### src/rtl/frm_pkg.sv
package frm_pkg;

  // Window length of the moving average, in frame marks (1 .. 256).
  localparam int WINDOW_DEPTH = 30;

  localparam int STAMP_W  = 64;
  localparam int PERIOD_W = 32;
  localparam int RATE_W   = 16;
  localparam int REG_W    = 32;
  localparam int CFG_IDX_W = 2;

  localparam int SLOT_W = (WINDOW_DEPTH > 1) ? $clog2(WINDOW_DEPTH) : 1;
  // Sum of WINDOW_DEPTH periods of PERIOD_W bits each.
  localparam int SUM_W = PERIOD_W + $clog2(WINDOW_DEPTH);
  // Numerator 2*N*freq + sum and denominator 2*sum.
  localparam int NUM_W = SUM_W + 2;
  localparam int DEN_W = SUM_W + 1;
  localparam int CNT_W = $clog2(NUM_W + 1);

  localparam logic [CFG_IDX_W-1:0] REG_TARGET_PERIOD   = 2'd0;
  localparam logic [CFG_IDX_W-1:0] REG_TIMER_FREQUENCY = 2'd1;
  localparam logic [CFG_IDX_W-1:0] REG_MAX_PERIOD      = 2'd2;

  localparam logic [REG_W-1:0] RST_TARGET_PERIOD   = 32'd166667;
  localparam logic [REG_W-1:0] RST_TIMER_FREQUENCY = 32'd10000000;
  localparam logic [REG_W-1:0] RST_MAX_PERIOD      = 32'd1000000;
  localparam logic [SUM_W-1:0] RST_WINDOW_SUM =
    SUM_W'(WINDOW_DEPTH * 166667);

  localparam logic [RATE_W-1:0] RATE_MAX = 16'hFFFF;

  // Status of the divider as seen by the sequencer.
  typedef struct packed {
    logic busy;
    logic done;
  } frm_div_status_t;

endpackage

### src/rtl/frm_divider.sv
module frm_divider import frm_pkg::*; (
  input  logic             clk,
  input  logic             rst_n,
  input  logic             start,
  input  logic [NUM_W-1:0] numer,
  input  logic [DEN_W-1:0] denom,
  output frm_div_status_t  status,
  output logic [NUM_W-1:0] quotient
);

  logic [CNT_W-1:0] cnt_r;
  logic             done_r;
  logic [NUM_W-1:0] num_r;
  logic [DEN_W-1:0] den_r;
  logic [DEN_W-1:0] rem_r;

  logic [DEN_W:0]   trial;
  logic             qbit;
  logic [DEN_W-1:0] rem_nxt;

  // One restoring step: bring down the next numerator bit and try the subtract.
  always_comb begin
    trial   = {rem_r, num_r[NUM_W-1]};
    qbit    = (trial >= {1'b0, den_r});
    rem_nxt = qbit ? DEN_W'(trial - {1'b0, den_r}) : trial[DEN_W-1:0];
  end

  always_ff @(posedge clk) begin
    if (!rst_n) begin
      cnt_r  <= '0;
      done_r <= 1'b0;
    end else begin
      done_r <= 1'b0;
      if (start) begin
        cnt_r <= CNT_W'(NUM_W);
      end else if (cnt_r != '0) begin
        cnt_r <= cnt_r - 1'b1;
        if (cnt_r == CNT_W'(1)) begin
          done_r <= 1'b1;
        end
      end
    end
  end

  // Quotient bits shift in where numerator bits shift out.
  always_ff @(posedge clk) begin
    if (start) begin
      num_r <= numer;
      den_r <= denom;
      rem_r <= '0;
    end else if (cnt_r != '0) begin
      num_r <= {num_r[NUM_W-2:0], qbit};
      rem_r <= rem_nxt;
    end
  end

  assign status.busy = (cnt_r != '0);
  assign status.done = done_r;
  assign quotient    = num_r;

endmodule

### src/rtl/frame_rate_meter_top.sv
// Each accepted frame mark passes through period extraction, the window update, the
// operand setup and the restoring divider, which resolves one quotient bit per cycle;
// the input takes no new mark until the result of the last one has been registered.
// Reset is synchronous and active low; it loads the register defaults, empties the
// period window (every entry reads as the target period) and drops out_tvalid.
module frame_rate_meter_top import frm_pkg::*; (
  input  logic                 clk,
  input  logic                 rst_n,
  // Input stream: one beat per frame mark.
  input  logic                 in_tvalid,
  output logic                 in_tready,
  input  logic [63:0]          in_tdata,   // [63:0] timestamp
  // Result stream: one beat per frame mark.
  output logic                 out_tvalid,
  input  logic                 out_tready,
  output logic [47:0]          out_tdata,  // [15:0] rate_average, [47:16] period_used
  output logic                 out_tuser,  // [0] period_replaced
  // Configuration write port.
  input  logic                 cfg_wr_en,
  input  logic [CFG_IDX_W-1:0] cfg_index,
  input  logic [REG_W-1:0]     cfg_wdata
);

  // The sequencer walks each mark through period extraction, the window update,
  // the operand setup and the long division of the rate, then hands on the result.
  typedef enum logic [2:0] {
    S_IDLE,
    S_DIFF,
    S_SUM,
    S_PREP,
    S_DIV,
    S_DONE
  } state_t;

  state_t state_r;

  // Configuration registers.
  logic [REG_W-1:0] tgt_r;
  logic [REG_W-1:0] freq_r;
  logic [REG_W-1:0] max_r;

  // Window of recent periods. An entry whose valid bit is clear reads as the
  // target period, so a reset or a target write refills the window at once.
  logic [PERIOD_W-1:0]     ring_r [WINDOW_DEPTH];
  logic [WINDOW_DEPTH-1:0] ring_vld_r;
  logic [SLOT_W-1:0]       slot_r;
  logic [SUM_W-1:0]        sum_r;

  logic [STAMP_W-1:0] prev_r;
  logic               seen_r;
  logic [STAMP_W-1:0] stamp_r;

  // Per-mark working values.
  logic [PERIOD_W-1:0] period_r;
  logic                repl_r;
  logic [PERIOD_W-1:0] old_r;
  logic [SUM_W-1:0]    nf_r;
  logic [NUM_W-1:0]    numer_r;
  logic [DEN_W-1:0]    denom_r;
  logic                zero_r;
  logic                div_start_r;
  logic [RATE_W-1:0]   rate_r;

  logic                out_valid_r;
  logic [RATE_W-1:0]   out_rate_r;
  logic [PERIOD_W-1:0] out_period_r;
  logic                out_repl_r;

  logic [STAMP_W-1:0] diff_nxt;
  logic               over_nxt;
  logic [SUM_W-1:0]   sum_nxt;
  logic [SUM_W-1:0]   fill_sum_nxt;

  frm_div_status_t  div_status;
  logic [NUM_W-1:0] div_quot;

  frm_divider u_div (
    .clk      (clk),
    .rst_n    (rst_n),
    .start    (div_start_r),
    .numer    (numer_r),
    .denom    (denom_r),
    .status   (div_status),
    .quotient (div_quot)
  );

  // The period wraps modulo 2^64; anything beyond 32 bits is over any limit.
  always_comb begin
    diff_nxt     = stamp_r - prev_r;
    over_nxt     = (diff_nxt[STAMP_W-1:PERIOD_W] != '0) ||
                   (diff_nxt[PERIOD_W-1:0] > max_r);
    sum_nxt      = sum_r - SUM_W'(old_r) + SUM_W'(period_r);
    fill_sum_nxt = SUM_W'(WINDOW_DEPTH) * SUM_W'(cfg_wdata);
  end

  always_ff @(posedge clk) begin
    if (!rst_n) begin
      state_r     <= S_IDLE;
      tgt_r       <= RST_TARGET_PERIOD;
      freq_r      <= RST_TIMER_FREQUENCY;
      max_r       <= RST_MAX_PERIOD;
      ring_vld_r  <= '0;
      slot_r      <= '0;
      sum_r       <= RST_WINDOW_SUM;
      prev_r      <= '0;
      seen_r      <= 1'b0;
      div_start_r <= 1'b0;
      out_valid_r <= 1'b0;
    end else begin
      div_start_r <= 1'b0;

      if (cfg_wr_en) begin
        unique case (cfg_index)
          REG_TARGET_PERIOD: begin
            tgt_r      <= cfg_wdata;
            ring_vld_r <= '0;
            sum_r      <= fill_sum_nxt;
          end
          REG_TIMER_FREQUENCY: freq_r <= cfg_wdata;
          REG_MAX_PERIOD:      max_r  <= cfg_wdata;
          default: ;
        endcase
      end

      if (out_valid_r && out_tready) begin
        out_valid_r <= 1'b0;
      end

      unique case (state_r)
        S_IDLE: begin
          if (in_tvalid) begin
            state_r <= S_DIFF;
          end
        end
        S_DIFF: begin
          // The first mark has no previous stamp; it and an over-long period
          // fall back to the target period.
          if (!seen_r || over_nxt) begin
            period_r <= tgt_r;
            repl_r   <= 1'b1;
          end else begin
            period_r <= diff_nxt[PERIOD_W-1:0];
            repl_r   <= 1'b0;
          end
          old_r   <= ring_vld_r[slot_r] ? ring_r[slot_r] : tgt_r;
          nf_r    <= SUM_W'(WINDOW_DEPTH) * SUM_W'(freq_r);
          prev_r  <= stamp_r;
          seen_r  <= 1'b1;
          state_r <= S_SUM;
        end
        S_SUM: begin
          sum_r              <= sum_nxt;
          ring_vld_r[slot_r] <= 1'b1;
          slot_r  <= (slot_r == SLOT_W'(WINDOW_DEPTH - 1)) ? '0 : slot_r + 1'b1;
          state_r <= S_PREP;
        end
        S_PREP: begin
          // Rounded rate = (2*N*freq + sum) / (2*sum).
          numer_r     <= NUM_W'({nf_r, 1'b0}) + NUM_W'(sum_r);
          denom_r     <= {sum_r, 1'b0};
          zero_r      <= (sum_r == '0);
          div_start_r <= 1'b1;
          state_r     <= S_DIV;
        end
        S_DIV: begin
          if (div_status.done) begin
            // Saturate on a zero period sum or a quotient past 16 bits.
            if (zero_r || (div_quot[NUM_W-1:RATE_W] != '0)) begin
              rate_r <= RATE_MAX;
            end else begin
              rate_r <= div_quot[RATE_W-1:0];
            end
            state_r <= S_DONE;
          end
        end
        S_DONE: begin
          // Wait here only while an earlier result is still held.
          if (!out_valid_r || out_tready) begin
            out_valid_r  <= 1'b1;
            out_rate_r   <= rate_r;
            out_period_r <= period_r;
            out_repl_r   <= repl_r;
            state_r      <= S_IDLE;
          end
        end
        default: state_r <= S_IDLE;
      endcase
    end
  end

  // Window entries and the captured stamp carry no reset.
  always_ff @(posedge clk) begin
    if (state_r == S_SUM) begin
      ring_r[slot_r] <= period_r;
    end
    if (in_tvalid && in_tready) begin
      stamp_r <= in_tdata;
    end
  end

  assign in_tready  = (state_r == S_IDLE);
  assign out_tvalid = out_valid_r;
  assign out_tdata  = {out_period_r, out_rate_r};
  assign out_tuser  = out_repl_r;

endmodule

### config.mk
export PLATFORM = sky130hd
export DESIGN_NAME = frame_rate_meter_top
export DESIGN_NICKNAME = d
export VERILOG_FILES = /design/src/rtl/frm_pkg.sv /design/src/rtl/frm_divider.sv /design/src/rtl/frame_rate_meter_top.sv
export SDC_FILE = /design/constraint.sdc
export NUM_CORES = 2
export LEC_CHECK = 0
export BUFFER_PORTS_ARGS = -buffer_cell sky130_fd_sc_hd__clkbuf_2
export CELL_PAD_IN_SITES_DETAIL_PLACEMENT = 0
export CELL_PAD_IN_SITES_GLOBAL_PLACEMENT = 1
export CORE_ASPECT_RATIO = 0.9
export CORE_MARGIN = 8
export CORE_UTILIZATION = 40
export DETAILED_ROUTE_END_ITERATION = 10
export GPL_ROUTABILITY_DRIVEN = 0
export HOLD_SLACK_MARGIN = 0.15
export PLACE_DENSITY_LB_ADDON = 0.25
export SLEW_MARGIN = 20
export SYNTH_ARGS = -nofsm -noshare
export SYNTH_HDL_FRONTEND = slang
export SYNTH_SLANG_ARGS = --single-unit
### constraint.sdc
create_clock -name clk -period 18.5 [get_ports clk]
set_input_delay 1.85 -clock clk [delete_from_list [all_inputs] [get_ports clk]]
set_output_delay 1.85 -clock clk [all_outputs]
set_load 0.03 [all_outputs]
After elaboration in Yosys (flattened, before gate mapping)
Memories as Yosys holds them, arrays and structs flattened. A register that Yosys moved wholly into a read port is not among the register bits.
Cells that the tools add are included.
{"block": "totals", "ff_bits": 666, "latch_bits": 0, "ram_bits": 960, "mem_bits_ro": 0, "input_bits": 103, "out_inout_bits": 51, "elab_cells": 120, "n_memories": 1}
{"name": "ring_r", "words": 30, "width": 32, "read_ports": 1, "rd_clocked_by_memory_dff": 1, "wr": 1, "line": "frame_rate_meter_top.sv:44", "source": "logic [PERIOD_W-1:0] ring_r [WINDOW_DEPTH];"}
{"block": "op_classes", "addsub": 7, "multipliers": 2, "div_mod_pow": 0, "order_cmp": 4, "eq_ne": 12, "shift": 0, "n_mux": 33, "n_bitwise": 3, "n_reduce_logical": 29}
{"operator": "$mux 30", "count": 4}
{"operator": "$mux 37", "count": 3}
{"operator": "$mux 39", "count": 2}
{"operator": "$mul 4x32->36 const A", "count": 2}
{"operator": "$mux 32", "count": 2}
{"operator": "$sub 64x64->64", "count": 1}
{"operator": "$add 38x37->39", "count": 1}
{"operator": "$ge 39x38->1", "count": 1}
{"operator": "$mux 38", "count": 1}
{"operator": "$sub 38x38->38", "count": 1}
{"operator": "$add 37x32->37", "count": 1}
{"operator": "$logic_not 37->1", "count": 1}
{"operator": "$sub 37x32->37", "count": 1}
{"operator": "$gt 32x32->1", "count": 1}
{"operator": "$reduce_bool 32->1", "count": 1}
{"operator": "$or 30x30->30", "count": 1}
{"operator": "$reduce_bool 23->1", "count": 1}
{"operator": "$pmux 3 s6", "count": 1}
{"operator": "$mux 5", "count": 3}
{"operator": "$mux 6", "count": 2}
{"operator": "$reduce_and 2->1", "count": 6}
{"operator": "$mux 1", "count": 10}
{"operator": "$mux 3", "count": 3}
{"operator": "$reduce_and 3->1", "count": 3}
{"operator": "other kinds (25)", "count": 37}

Logic depth before layout (Yosys ltp)
{"block": "logic_depth", "word_depth": 6, "mapped_depth": 26, "depth_no_buf": 25}

Modules after synthesis
Synthesis repeated with hierarchy kept, for this count alone.
{"block": "hier_totals", "hier_cells": 5619, "area_unflattened_um2": 78147.4}
{"module": "frame_rate_meter_top", "instances": 1, "cells_each": 4937, "area_per_inst_um2": 71209.5, "seq_area_each_um2": 42851.1}
{"module": "frm_divider", "instances": 1, "cells_each": 682, "area_per_inst_um2": 6937.9, "seq_area_each_um2": 3213.1}

Worst setup path before layout
No wires, ideal clock.
{"block": "synth_timing", "path_kind": "input to register", "start": "input port rst_n", "end": "register nf_r[10] (enable)", "setup_time_ns": 0.562, "t_arrival_ns": 6.772, "required_ns": 17.938, "slack_ns": 11.166, "stages": 5, "path_buffers": 3, "path_cell_list": "clkbuf_1 inv_1 clkbuf_1 buf_1 nor2_1"}
{"block": "synth_via", "elab_chain_len": 1}
{"item": "start, declared", "line": "frame_rate_meter_top.sv:8", "source": "input logic rst_n,"}
{"item": "$reduce_and 2->1 (no source line)"}
{"item": "end signal, assigned", "line": "frame_rate_meter_top.sv:146", "source": "nf_r <= SUM_W'(WINDOW_DEPTH) * SUM_W'(freq_r);"}
{"item": "end, declared", "line": "frame_rate_meter_top.sv:57", "source": "logic [SUM_W-1:0] nf_r;"}
No other way between the ends.
A chain may end at the register's enable or synchronous reset.

Worst setup path in the final report
{"block": "layout_timing", "start": "register stamp_r[0]", "end": "register period_r[3], data pin"}
{"block": "layout_via", "elab_chain_len": 5, "word_cells_on_any_way": 6, "cone_classes": "1 x add/sub; 1 x order compare; 1 x mux; 3 x reduce/logical"}
{"item": "start, declared", "line": "frame_rate_meter_top.sv:51", "source": "logic [STAMP_W-1:0] stamp_r;"}
{"item": "start signal, assigned", "line": "frame_rate_meter_top.sv:197", "source": "stamp_r <= in_tdata;"}
{"item": "$sub 64x64->64 (*)", "line": "frame_rate_meter_top.sv:89", "source": "diff_nxt = stamp_r - prev_r;"}
{"item": "$gt 32x32->1 or $reduce_bool 32->1 (tied branches)", "line": "frame_rate_meter_top.sv:91, frame_rate_meter_top.sv:90"}
{"item": "$logic_or 1x1->1", "line": "frame_rate_meter_top.sv:90", "source": "over_nxt = (diff_nxt[STAMP_W-1:PERIOD_W] != '0) ||"}
{"item": "$logic_or 1x1->1", "line": "frame_rate_meter_top.sv:138", "source": "if (!seen_r || over_nxt) begin"}
{"item": "$mux 32 (*)", "line": "frame_rate_meter_top.sv:138"}
{"item": "end signal, assigned", "line": "frame_rate_meter_top.sv:139", "source": "period_r <= tgt_r;"}
{"item": "end signal, assigned", "line": "frame_rate_meter_top.sv:142", "source": "period_r <= diff_nxt[PERIOD_W-1:0];"}
{"item": "end, declared", "line": "frame_rate_meter_top.sv:54", "source": "logic [PERIOD_W-1:0] period_r;"}
Every way passes the cells marked *; elsewhere a longest branch is shown, timed or not.

==> impl_metrics.yaml <==
clock_tree:
  cts_max_path_buffers: 3
  hold_buffers: 0
  cts_setup_buffers: 0
  insertion_delay_ns: 0.81
  cts_buffers: 171
  cts_tree: "built"
  path_clk_slew_ns: 0.06
  clock_sinks: 1629
  cts_resized: 0
  cts-htree-levels: 4
  cts-root-buf: "clkbuf_16"
sta:
  hold_violations: 0
  rsz0062_at_grt: "false"
  skew_ns: 0.0449
  setup_slack_ns: 11.68
  fin_crit_ns: 6.82
  max_freq_mhz: 147
  fin_crit_sh_pct: 36.8
  whs_ns: 0.402
  maxSlewViolCount: 0
  finalSetupViolations: 0
  fin_setup_tns_ns: 0
  slew_headroom_pct: 21.4
  worst_slew_pin_slew_ns: 1.17
power:
  leakage_nw: 30.3
  powerDensity_nw_per_um2: 117
  ir_worst_vdd_uv: 93.9
worst_setup_path:
  critPathKind: "flop to flop"
  r2r_slack_ns: 11.68
  cp.arrival_ns: 7.35
  rr_endpoint: "period_r[3]"
  crit_fanout: 32
  crit_path_end_kind: "flop"
  r2r_start: "stamp_r[0]"
  start_kind: "flop"
  reg2reg_depth: 26
  cp.required_ns: 19.03
synth:
  syn-num-nets: 6151
  synth.avg_cell_area_um2: 13.8
  yosysWarnings: 0
  synthTopCellsByCount: "edfxtp_1, nand2_1, a21oi_1"
  synth_area_leaders: "edfxtp_1, mux4_2, dfxtp_1"
  netlist_instances: 5600
  ys_ff_latch: 1629
  seq_area_frac_synth_pct: 59.6
  yosysMostFrequentCell: "edfxtp_1"
  async_flop_share_pct: 0
  synth_cell_types: 80
  synth-edff-count: 1341
  synth_ff_type: "edfxtp_1"
  synth_top_area_share_pct: 52.1
  synth_top_cell_by_area: "edfxtp_1"
  netlist_area_um2: 77200
min_path:
  min_to: "u_div.den_r[13]"
  worstHoldStart: "denom_r[13]"
  min_path_cells: 0
  hp-class: "flop to flop"
grt:
  grt_use_met3_pct: 3.03
  grt_util_met1_pct: 29.1
  grt_pass1_wl_mm: 311
  gr-total-overflow: 0
  grt_usage_pct: 19.9
  met2_usage_pct: 31.5
  grt-busiest-layer: "met2"
  grt_pass1_vias: 46300
  grt_max_degree: 138
  antenna_found_initial: 14
floorplanning:
  die_h_um: 433
  dieArea_um2: 207000
  ioPinCount: 154
  rows: 153
  die_width_um: 479
  initial_core_util_pct: 40.1
  core-area_um2: 193000
drt:
  dr.pass1.iters: 5
  drt_iter0_drc: 4162
  wl_per_cell_um: 24.7
  antenna_left: 0
  via_count: 47000
  drc: 0
  routed_wirelength_mm: 210
  viasPerCell: 5.52
final_layout:
  area_growth_pct: 13.1
  fin_nets: 6351
  drive_above_1_share_pct: 16.1
  final_cell_count_no_fill: 8509
run_status:
  status: "finished clean"
job:
  drv_cap: 0
place:
  dp.cells: 8165
  dp_hpwl_mm: 137
  io_buffers: 153
  dp_slack_ns: 11.68
[critical path: stages, from the launching register on]
cell and delay, ns:
edfxtp_1 0.35, inv_1 0.05, ha_1 0.19, fa_1 0.41
nand2b_1 0.19, a21o_1 0.21, a21oi_1 0.25, nand2b_1 0.18
a21boi_0 0.14, o21ai_0 0.32, nand3_1 0.12, nand2_1 0.09
xor2_1 0.09, ha_1 0.20, a21oi_1 0.15, o21ai_0 0.13
or3_1 0.38, or4_1 0.46, a311oi_1 0.41, o2111ai_1 0.23
nor4b_1 0.35, nand4_1 0.14, nor4b_1 0.29, nand4b_1 0.19
nor4_4 0.16, buf_4 0.47, mux2_1 0.37
[per-layer routing]
metal	vias to the layer above	share of wire [%]
li1	21500	-
met1	23900	46
met5	-	0.0038
met4	2	2.0
met2	1348	46
met3	262	5.7
[sequential cells by signal, indices dropped and copies added, names as in the netlist, 6 cells and up, named ones only]
register        flops
stamp_r            64
out_period_r       32
tgt_r              32
ring_r            960
max_r              32
period_r           32
ring_vld_r         30
u_div.quotient     39
prev_r             64
nf_r               36
rate_r             16
numer_r            39
u_div.rem_r        38
u_div.cnt_r         6
out_rate_r         16
freq_r             32
denom_r            35
u_div.den_r        37
sum_r              37
old_r              32
[cell families (layout without fill, tap and decap cells)]
family                     Yosys count  count (layout)  synth area share (%)
xor gates and xnor gates           196             196                  2.22
muxes                              441             441                  10.7
buffers and inverters              579             924                  2.85
AOI/OAI and AO/OA                 1063            1063                  8.53
DFF                               1629            1629                  59.6
adders and majority gates          448             448                  8.78
other                                0               7                     0
and+or+nand+nor                   1244            1244                  7.35
[metrics by stage]
| stage | cell area (um2) | utilization [%] | total power, mW |
|---|---|---|---|
| floorplan | 77200 | - | 6.10 |
| global placement | 81300 | 42.2 | 6.76 |
| detailed placement | 81300 | 42.2 | 6.78 |
| CTS | 87000 | 45.2 | 10.3 |
| global route | 87400 | 45.4 | 10.7 |
| finish | 87400 | 45.4 | 10.2 |
[how the worst max path moves through the flow]
stage	start	endpoint	slack, ns	cells after the start
global route	stamp_r[0]	period_r[5]	11.12	26
global placement	stamp_r[0]	repl_r	11.84	25
finish	stamp_r[0]	period_r[3]	11.68	26
detailed placement	stamp_r[0]	period_r[6]	11.68	26
floorplan	rst_n	nf_r[10]	11.17	5
CTS	stamp_r[0]	period_r[3]	11.63	26
[report_power, final]
group,leakage (nW),switching (mW),total (mW),internal [mW]
Clock,2.79,1.47,3.53,2.05
Combinational,13.1,1.39,2.35,0.963
Sequential,14.4,0.168,4.36,4.19
Total,30.3,3.03,10.2,7.21
[cell type report]
| type | count | area (um2) |
|---|---|---|
| repair buffers | 261 | 1780 |
| multi-input cells | 3392 | 29300 |
| clock inverters | 108 | 1250 |
| inverters | 345 | 1300 |
| well taps | 2557 | 3200 |
| diodes | 7 | 17.5 |
| clock buffers | 210 | 4480 |
| fillers | 17200 | 105000 |
| flip-flops and latches | 1629 | 46100 |
[placed cells by master (no fill, tap or decap), drive strengths merged, types with 141 or more instances in the layout]
cell type and n:
a21oi 460, clkbuf 363, dfxtp 288, edfxtp 1341
fa 157, ha 291, inv 358, mux4 295
nand2 502, nor2 314, o21ai 141
Note: power is estimated with default switching activity, not from simulation.
